### src/rtl/core/cqsd_pkg.sv
package cqsd_pkg;

  localparam int WORD_W        = 32;
  localparam int MAX_SLOTS_DEF = 16;
  localparam int CNT_W         = 5;
  localparam int POS_W         = 4;

  localparam logic [CNT_W-1:0] SLOT_COUNT_RST = 5'd16;

  typedef enum logic [2:0] {
    REQ_ENQ    = 3'd0,
    REQ_DEQ    = 3'd1,
    REQ_PEEK   = 3'd2,
    REQ_SEARCH = 3'd3,
    REQ_DELETE = 3'd4
  } req_t;

  typedef enum logic [1:0] {
    STAT_OK        = 2'd0,
    STAT_FULL      = 2'd1,
    STAT_EMPTY     = 2'd2,
    STAT_NOT_FOUND = 2'd3
  } status_t;

endpackage

### src/rtl/core/cqsd_ram.sv
module cqsd_ram #(
  parameter int WIDTH = cqsd_pkg::WORD_W,
  parameter int DEPTH = cqsd_pkg::MAX_SLOTS_DEF,
  localparam int AW   = $clog2(DEPTH)
) (
  input  logic             clk,
  input  logic             we,
  input  logic [AW-1:0]    waddr,
  input  logic [WIDTH-1:0] wdata,
  input  logic [AW-1:0]    raddr,
  output logic [WIDTH-1:0] rdata
);

  logic [WIDTH-1:0] mem [DEPTH];

  always_ff @(posedge clk) begin
    if (we) begin
      mem[waddr] <= wdata;
    end
    rdata <= mem[raddr];
  end

endmodule

### src/rtl/core/cqsd_ctrl.sv
module cqsd_ctrl #(
  parameter int MAX_SLOTS = cqsd_pkg::MAX_SLOTS_DEF,
  localparam int PW       = $clog2(MAX_SLOTS)
) (
  input  logic                              clk,
  input  logic                              rst,
  input  logic                              clear,
  input  logic [PW-1:0]                     ring_last,
  input  logic                              start,
  output logic                              busy,
  input  logic [2:0]                        req_type,
  input  logic signed [cqsd_pkg::WORD_W-1:0] value,
  output logic                              ram_we,
  output logic [PW-1:0]                     ram_waddr,
  output logic [cqsd_pkg::WORD_W-1:0]       ram_wdata,
  output logic [PW-1:0]                     ram_raddr,
  input  logic [cqsd_pkg::WORD_W-1:0]       ram_rdata,
  output logic                              done,
  output logic [1:0]                        status,
  output logic signed [cqsd_pkg::WORD_W-1:0] data,
  output logic [cqsd_pkg::POS_W-1:0]        position
);

  typedef enum logic [3:0] {
    ST_IDLE  = 4'b0001,
    ST_PEEK  = 4'b0010,
    ST_SCAN  = 4'b0100,
    ST_SHIFT = 4'b1000
  } state_t;

  state_t                        state;
  logic [PW-1:0]                 head;
  logic [PW-1:0]                 tail;
  logic [PW-1:0]                 scan_ptr;
  logic [PW-1:0]                 cmp_ptr;
  logic                          cmp_vld;
  logic [PW-1:0]                 wr_ptr;
  logic [PW-1:0]                 src_ptr;
  logic                          sh_vld;
  logic                          is_del;
  logic [cqsd_pkg::WORD_W-1:0]   key;
  logic [PW-1:0]                 pos_ptr;
  cqsd_pkg::status_t             status_r;
  logic [PW+cqsd_pkg::POS_W-1:0] pos_ext;

  logic [PW-1:0] head_adv;
  logic [PW-1:0] tail_adv;
  logic [PW-1:0] tail_dec;
  logic          empty;
  logic          full;
  logic          accept;

  function automatic logic [PW-1:0] adv(input logic [PW-1:0] p, input logic [PW-1:0] last);
    adv = (p == last) ? '0 : PW'(p + 1'b1);
  endfunction

  assign head_adv = adv(head, ring_last);
  assign tail_adv = adv(tail, ring_last);
  assign tail_dec = (tail == '0) ? ring_last : PW'(tail - 1'b1);
  assign empty    = (head == tail);
  assign full     = (tail_adv == head);
  assign busy     = (state != ST_IDLE);
  assign accept   = start && (state == ST_IDLE);

  // read port: head in idle (peek / first scan slot), walk pointer otherwise
  always_comb begin
    case (state)
      ST_SCAN:  ram_raddr = scan_ptr;
      ST_SHIFT: ram_raddr = src_ptr;
      default:  ram_raddr = head;
    endcase
  end

  always_comb begin
    ram_we    = 1'b0;
    ram_waddr = tail;
    ram_wdata = value;
    if (accept && (req_type == cqsd_pkg::REQ_ENQ) && !full) begin
      ram_we = 1'b1;
    end else if ((state == ST_SHIFT) && sh_vld) begin
      ram_we    = 1'b1;
      ram_waddr = wr_ptr;
      ram_wdata = ram_rdata;
    end
  end

  always_ff @(posedge clk) begin
    if (rst) begin
      state <= ST_IDLE;
      head  <= '0;
      tail  <= '0;
      done  <= 1'b0;
    end else begin
      done <= 1'b0;
      case (state)
        ST_IDLE: begin
          if (clear) begin
            head <= '0;
            tail <= '0;
          end else if (start) begin
            data    <= '0;
            pos_ptr <= '0;
            case (req_type)
              cqsd_pkg::REQ_ENQ: begin
                done <= 1'b1;
                if (full) begin
                  status_r <= cqsd_pkg::STAT_FULL;
                end else begin
                  status_r <= cqsd_pkg::STAT_OK;
                  tail     <= tail_adv;
                end
              end
              cqsd_pkg::REQ_DEQ: begin
                done <= 1'b1;
                if (empty) begin
                  status_r <= cqsd_pkg::STAT_EMPTY;
                end else begin
                  status_r <= cqsd_pkg::STAT_OK;
                  head     <= head_adv;
                end
              end
              cqsd_pkg::REQ_PEEK: begin
                if (empty) begin
                  done     <= 1'b1;
                  status_r <= cqsd_pkg::STAT_EMPTY;
                end else begin
                  state <= ST_PEEK;
                end
              end
              cqsd_pkg::REQ_SEARCH, cqsd_pkg::REQ_DELETE: begin
                key      <= value;
                is_del   <= (req_type == cqsd_pkg::REQ_DELETE);
                cmp_ptr  <= head;
                cmp_vld  <= !empty;
                scan_ptr <= head_adv;
                state    <= ST_SCAN;
              end
              default: begin
                done     <= 1'b1;
                status_r <= cqsd_pkg::STAT_OK;
              end
            endcase
          end
        end
        ST_PEEK: begin
          done     <= 1'b1;
          status_r <= cqsd_pkg::STAT_OK;
          data     <= ram_rdata;
          state    <= ST_IDLE;
        end
        ST_SCAN: begin
          // rdata holds the word at cmp_ptr; scan_ptr is read in this cycle
          if (!cmp_vld) begin
            done     <= 1'b1;
            status_r <= cqsd_pkg::STAT_NOT_FOUND;
            state    <= ST_IDLE;
          end else if (ram_rdata == key) begin
            pos_ptr  <= cmp_ptr;
            status_r <= cqsd_pkg::STAT_OK;
            if (is_del) begin
              wr_ptr  <= cmp_ptr;
              src_ptr <= adv(scan_ptr, ring_last);
              sh_vld  <= (scan_ptr != tail);
              state   <= ST_SHIFT;
            end else begin
              done  <= 1'b1;
              state <= ST_IDLE;
            end
          end else begin
            cmp_ptr  <= scan_ptr;
            cmp_vld  <= (scan_ptr != tail);
            scan_ptr <= adv(scan_ptr, ring_last);
          end
        end
        ST_SHIFT: begin
          // each cycle moves the word read last cycle one slot toward head
          if (sh_vld) begin
            wr_ptr  <= adv(wr_ptr, ring_last);
            src_ptr <= adv(src_ptr, ring_last);
            sh_vld  <= (src_ptr != tail);
          end else begin
            tail  <= tail_dec;
            done  <= 1'b1;
            state <= ST_IDLE;
          end
        end
        default: begin
          state <= ST_IDLE;
        end
      endcase
    end
  end

  assign pos_ext  = {{cqsd_pkg::POS_W{1'b0}}, pos_ptr};
  assign position = pos_ext[cqsd_pkg::POS_W-1:0];
  assign status   = status_r;

endmodule

### src/rtl/core/circular_queue_search_delete_unit.sv
// Ring FIFO of 32-bit words with search and delete-by-value, one request at a time.
// Enqueue, dequeue, unknown requests and a peek on an empty queue: result strobe in the cycle after start.
// Peek reads the head slot from the ST_PEEK state. Search: one slot compared per cycle.
// Delete: each occupied slot is compared or moved once.
// busy stays high until the done cycle; the next start is taken in the done cycle.
// Sync reset empties the queue and sets slot_count to 16; slot contents are not cleared.
module circular_queue_search_delete_unit #(
  parameter int MAX_SLOTS = cqsd_pkg::MAX_SLOTS_DEF
) (
  input  logic                               clk,
  input  logic                               rst,
  input  logic                               start,
  output logic                               busy,
  input  logic [2:0]                         req_type,
  input  logic signed [cqsd_pkg::WORD_W-1:0] value,
  input  logic                               cfg_wr_en,
  input  logic [cqsd_pkg::CNT_W-1:0]         cfg_wr_data,
  output logic                               done,
  output logic [1:0]                         status,
  output logic signed [cqsd_pkg::WORD_W-1:0] data,
  output logic [cqsd_pkg::POS_W-1:0]         position
);

  localparam int PW  = $clog2(MAX_SLOTS);
  localparam int NW0 = $clog2(MAX_SLOTS + 1);
  localparam int CW  = (NW0 > cqsd_pkg::CNT_W) ? NW0 : cqsd_pkg::CNT_W;

  logic [cqsd_pkg::CNT_W-1:0]  slot_count;
  logic [CW-1:0]               cnt_ext;
  logic [CW-1:0]               ring_n;
  logic [PW-1:0]               ring_last;

  logic                        ram_we;
  logic [PW-1:0]               ram_waddr;
  logic [cqsd_pkg::WORD_W-1:0] ram_wdata;
  logic [PW-1:0]               ram_raddr;
  logic [cqsd_pkg::WORD_W-1:0] ram_rdata;

  always_ff @(posedge clk) begin
    if (rst) begin
      slot_count <= cqsd_pkg::SLOT_COUNT_RST;
    end else if (cfg_wr_en) begin
      slot_count <= cfg_wr_data;
    end
  end

  // effective ring size, clamped to 2..MAX_SLOTS
  assign cnt_ext = CW'(slot_count);
  always_comb begin
    if (cnt_ext < CW'(2)) begin
      ring_n = CW'(2);
    end else if (cnt_ext > CW'(MAX_SLOTS)) begin
      ring_n = CW'(MAX_SLOTS);
    end else begin
      ring_n = cnt_ext;
    end
  end
  assign ring_last = PW'(ring_n - 1'b1);

  cqsd_ctrl #(
    .MAX_SLOTS (MAX_SLOTS)
  ) u_ctrl (
    .clk       (clk),
    .rst       (rst),
    .clear     (cfg_wr_en),
    .ring_last (ring_last),
    .start     (start),
    .busy      (busy),
    .req_type  (req_type),
    .value     (value),
    .ram_we    (ram_we),
    .ram_waddr (ram_waddr),
    .ram_wdata (ram_wdata),
    .ram_raddr (ram_raddr),
    .ram_rdata (ram_rdata),
    .done      (done),
    .status    (status),
    .data      (data),
    .position  (position)
  );

  cqsd_ram #(
    .WIDTH (cqsd_pkg::WORD_W),
    .DEPTH (MAX_SLOTS)
  ) u_ram (
    .clk   (clk),
    .we    (ram_we),
    .waddr (ram_waddr),
    .wdata (ram_wdata),
    .raddr (ram_raddr),
    .rdata (ram_rdata)
  );

endmodule

### config.mk
export PLATFORM = sky130hd
export DESIGN_NAME = circular_queue_search_delete_unit
export DESIGN_NICKNAME = d
export VERILOG_FILES = /design/src/rtl/core/cqsd_pkg.sv /design/src/rtl/core/cqsd_ram.sv /design/src/rtl/core/cqsd_ctrl.sv /design/src/rtl/core/circular_queue_search_delete_unit.sv
export SDC_FILE = /design/constraint.sdc
export NUM_CORES = 1
export LEC_CHECK = 0
export ABC_AREA = 0
export BUFFER_PORTS_ARGS = -buffer_cell sky130_fd_sc_hd__buf_2
export CORE_ASPECT_RATIO = 0.7
export CORE_UTILIZATION = 50
export CTS_BUF_LIST = sky130_fd_sc_hd__clkbuf_8
export CTS_CLUSTER_DIAMETER = 150
export DETAILED_ROUTE_END_ITERATION = 10
export PLACE_DENSITY_LB_ADDON = 0.2
export SETUP_SLACK_MARGIN = 0.5
export SKIP_CTS_REPAIR_TIMING = 1
export SYNTH_ARGS = -nofsm -noshare
export SYNTH_HDL_FRONTEND = slang
export SYNTH_SLANG_ARGS = --single-unit
### constraint.sdc
create_clock -name clk -period 5.3 [get_ports clk]
set_clock_uncertainty 0.1 [all_clocks]
set_input_delay 0.265 -clock clk [delete_from_list [all_inputs] [get_ports clk]]
set_output_delay 0.265 -clock clk [all_outputs]
set_load 0.03 [all_outputs]
==> summary.txt <==
Logic synthesis
  • Seq/Total Area, Yosys: 0.729
  • Yosys top cell by area: edfxtp_1
  • Post-Syn Area: 26,100 sq um
  • Mapped Cells: 1,607
  • Top post-synthesis cells by area: edfxtp_1 (69%), mux2i_1 (10%), dfxtp_1 (3.8%)
  • Combinational family with the most area after synthesis: multiplexers
  • Syn nets: 1,658
  • Post-Synth XOR/XNOR Area: 0.0257
  • Ys flop type: edfxtp_1
  • Ys async rst share: 0
  • Post-synthesis mux area share: 0.116
  • Share of the synthesized area in the top cell type: 0.690
  • Number of synthesized flops with an enable pin: 601
  • Compound-Gate Fraction of Synth Area: 0.0535
  • Post-synthesis adder-cell area fraction: 0.00335
  • Yosys reg bits: 651
  • Synth Area in Simple Gates: 0.0540
  • Post-synthesis cell type count: 67
  • Syn avg cell area: 16.3 sq um
  • Syn. warnings: 0

Worst setup path
  • Most used cell, CP: nor2_1
  • Critical Path Slowest Stage Cell: nor2_4
  • CP startpoint kind: flip-flop
  • R2r endpoint: u_ram.mem[7][23]
  • CP startpoint: cnt_ext[4]
  • CP required: 5.55 ns
  • Worst-path cell chain: nand2b_1, nor2_1, inv_1, ha_1, xor2_1, o211ai_1, nor2_1, mux2_2, o2bb2a_1, nor2_4, buf_12
  • Slowest Stage Delay on Critical Path: 0.61 ns
  • Worst EP arrival: 4.63 ns
  • Reg2reg start: cnt_ext[4]
  • Critical path type: reg -> reg
  • Setup crit end kind: flip-flop
  • Crit path max-delay family: simple AND/OR/NAND/NOR gates
  • WP buf/inv: 2
  • CP Max Fanout: 19
  • Reg2Reg Depth: 11
  • Worst R2R Setup Slack: 0.92 ns

CTS
  • CTS tree: done
  • Root buffer cell: clkbuf_8
  • Htree depth: 3
  • Max clock buf depth: 3
  • Reg clk slew, reported paths: 0.07 ns
  • Sink Count: 651
  • Clk_lat worst skew: 0.68 ns
  • Num CTS Buffers: 97

Routing
  • Met2 WL: 27,200 um
  • DRC: 0
  • WL/cell: 24.8 um
  • Met3 WL post-DR: 5110 um
  • Vias per inst: 5.84
  • Top sig layer: met4
  • Starting DRT DRC Count: 1,552
  • Vias: 14.8k
  • WL met1: 29,100 um
  • Post-DRT Antenna Nets: 0
  • Drt pass-1 iters: 7
  • Final WL: 62,800 um

Timing
  • Final slew viol count: 0
  • RSZ-0062 raised after global routing: false
  • Tcrit/Tclk final: 0.826
  • Slew at the pin with the worst max-slew slack: 1.11 ns
  • Setup TNS: 0 ns
  • Final hold slack: 0.0429 ns
  • Setup-failing EPs final: 0
  • Tmin final: 4.38 ns
  • Slew HR: 0.263
  • Fmax: 228 MHz
  • Final hold viol count: 0

Die
  • Core Region: 51,200 sq um
  • FP Rows: 69
  • DIE HEIGHT: 193 um
  • Io pins: 84
  • Die Area: 53,200 sq um
  • Initial core utilization: 0.511
  • Die width: 275 um

Global routing
  • Vias in the first global route: 14.2k
  • Largest net degree at the start of global routing: 134
  • GRT Total Usage: 0.237
  • Initial antenna violation count: 0
  • Total grt overflow: 0
  • First-pass GRT wire length: 91,500 um

Min path
  • Worst min path class: in -> reg
  • Min-Delay Endpoint: u_ctrl.state[1]
  • Hold wc startpoint: start
  • Hold Path Stages: 5

Finish
  • Most frequent cells in the layout: edfxtp_1 (601), mux2i_1 (260), o22ai_1 (136)
  • Fraction of layout cells with a size suffix above 1: 0.167
  • Core Util, Final: 0.584
  • Commonest non-fill, non-tap cell in the layout: edfxtp_1
  • N_diodes: 0
  • NumNets Final: 1,832
  • Syn-to-layout area delta: 14.3%

Place
  • Port Buf Inserts: 83
  • Dpl hpwl: 36,700 um
  • Final GP Congestion: 0.891

Power and ir drop
  • Power per cell area: 349 nW/um^2
  • Leak: 10.7 nW
  • Peak VDD IR: 0.000197 V

Outcome
  • Outcome: finished clean

Job
  • Max cap viols: 0
[cell usage after synthesis, drive strengths merged (8+ instances only)]
| cell | number |
|---|---|
| xor2 | 49 |
| nor4 | 15 |
| inv | 19 |
| buf | 34 |
| clkbuf | 54 |
| nand2b | 8 |
| edfxtp | 601 |
| a21oi | 16 |
| and2 | 42 |
| nor3 | 15 |
| nand2 | 45 |
| nor2 | 45 |
| dfxtp | 50 |
| xnor2 | 25 |
| o22ai | 136 |
| nand3 | 12 |
| mux2i | 260 |
| o21ai | 21 |
| or4 | 35 |
| mux2 | 38 |
[final cells by class]
type                            count  area (sq um)
Multi-Input combinational cell    849          6770
Timing Repair Buffer              163          1270
Tap cell                          674           843
Clock buffer                      108          1490
Inverter                           19          71.3
Fill cell                        3929         21300
Clock inverter                     71           402
Sequential cell                   651         19000
[cell families after synthesis]
kind of cell	after synthesis
xor+xnor	75
simple gates	252
flops	651
buf+inv	107
compound gates	217
mux	298
fa+ha+maj	7
[through the flow]
step / instance area (sq um) / instances / total power [W] / setup WS [ns]
after floorplan: 26100 / 1607 / 0.00629 / 0.785
after global placement: 27500 / 2306 / 0.00653 / 1.14
after detailed placement: 27500 / 2306 / 0.00654 / 1.00
after CTS: 29400 / 2485 / 0.0105 / 0.951
after global routing: 29900 / 2535 / 0.0108 / 0.718
final: 29900 / 2535 / 0.0104 / 0.921
[worst max path at each step]
stage | endpoint | slack, ns | cells past startpoint
after global placement | u_ram.mem[7][24] | 1.14 | 11
final | u_ram.mem[7][23] | 0.92 | 11
after detailed placement | u_ram.mem[7][30] | 1.00 | 11
after floorplan | u_ram.mem[5][0] | 0.78 | 11
after CTS | u_ram.mem[7][23] | 0.95 | 11
after global routing | u_ram.mem[7][23] | 0.72 | 11
[tightest hold or removal path, delay by kind of cell]
kind / cells / cell delay [ns]
simple gates: 4 / 0.40
buf+inv: 1 / 0.12
[report_power, final]
part | total, W | switching (W) | internal, W | leakage (nW)
logic | 0.000686 | 0.000464 | 0.000222 | 3.75
registers | 0.00578 | 0.0000740 | 0.00571 | 5.84
clock network | 0.00396 | 0.00190 | 0.00206 | 1.10
total | 0.0104 | 0.00243 | 0.00799 | 10.7
[sequential cells by signal, summed over array words and instances, names as in the netlist]
register and flops:
u_ctrl.done 1, u_ctrl.state 4, u_ctrl.scan_ptr 4, u_ctrl.position 4, u_ctrl.status 2, u_ctrl.is_del 1
u_ctrl.wr_ptr 4, u_ram.rdata 32, u_ctrl.tail 4, cnt_ext 5, u_ctrl.head 4, u_ctrl.cmp_ptr 4
u_ctrl.data 32, u_ctrl.src_ptr 4, u_ctrl.cmp_vld 1, u_ctrl.key 32, u_ram.mem 512, u_ctrl.sh_vld 1
[per-layer routing]
metal  track usage  up-vias
met2         0.335      579
met5             0        -
met4        0.0708        0
met3        0.0546      106
met1         0.366     7439
li1              -     6681
Note: power is estimated with default switching activity, not from simulation.
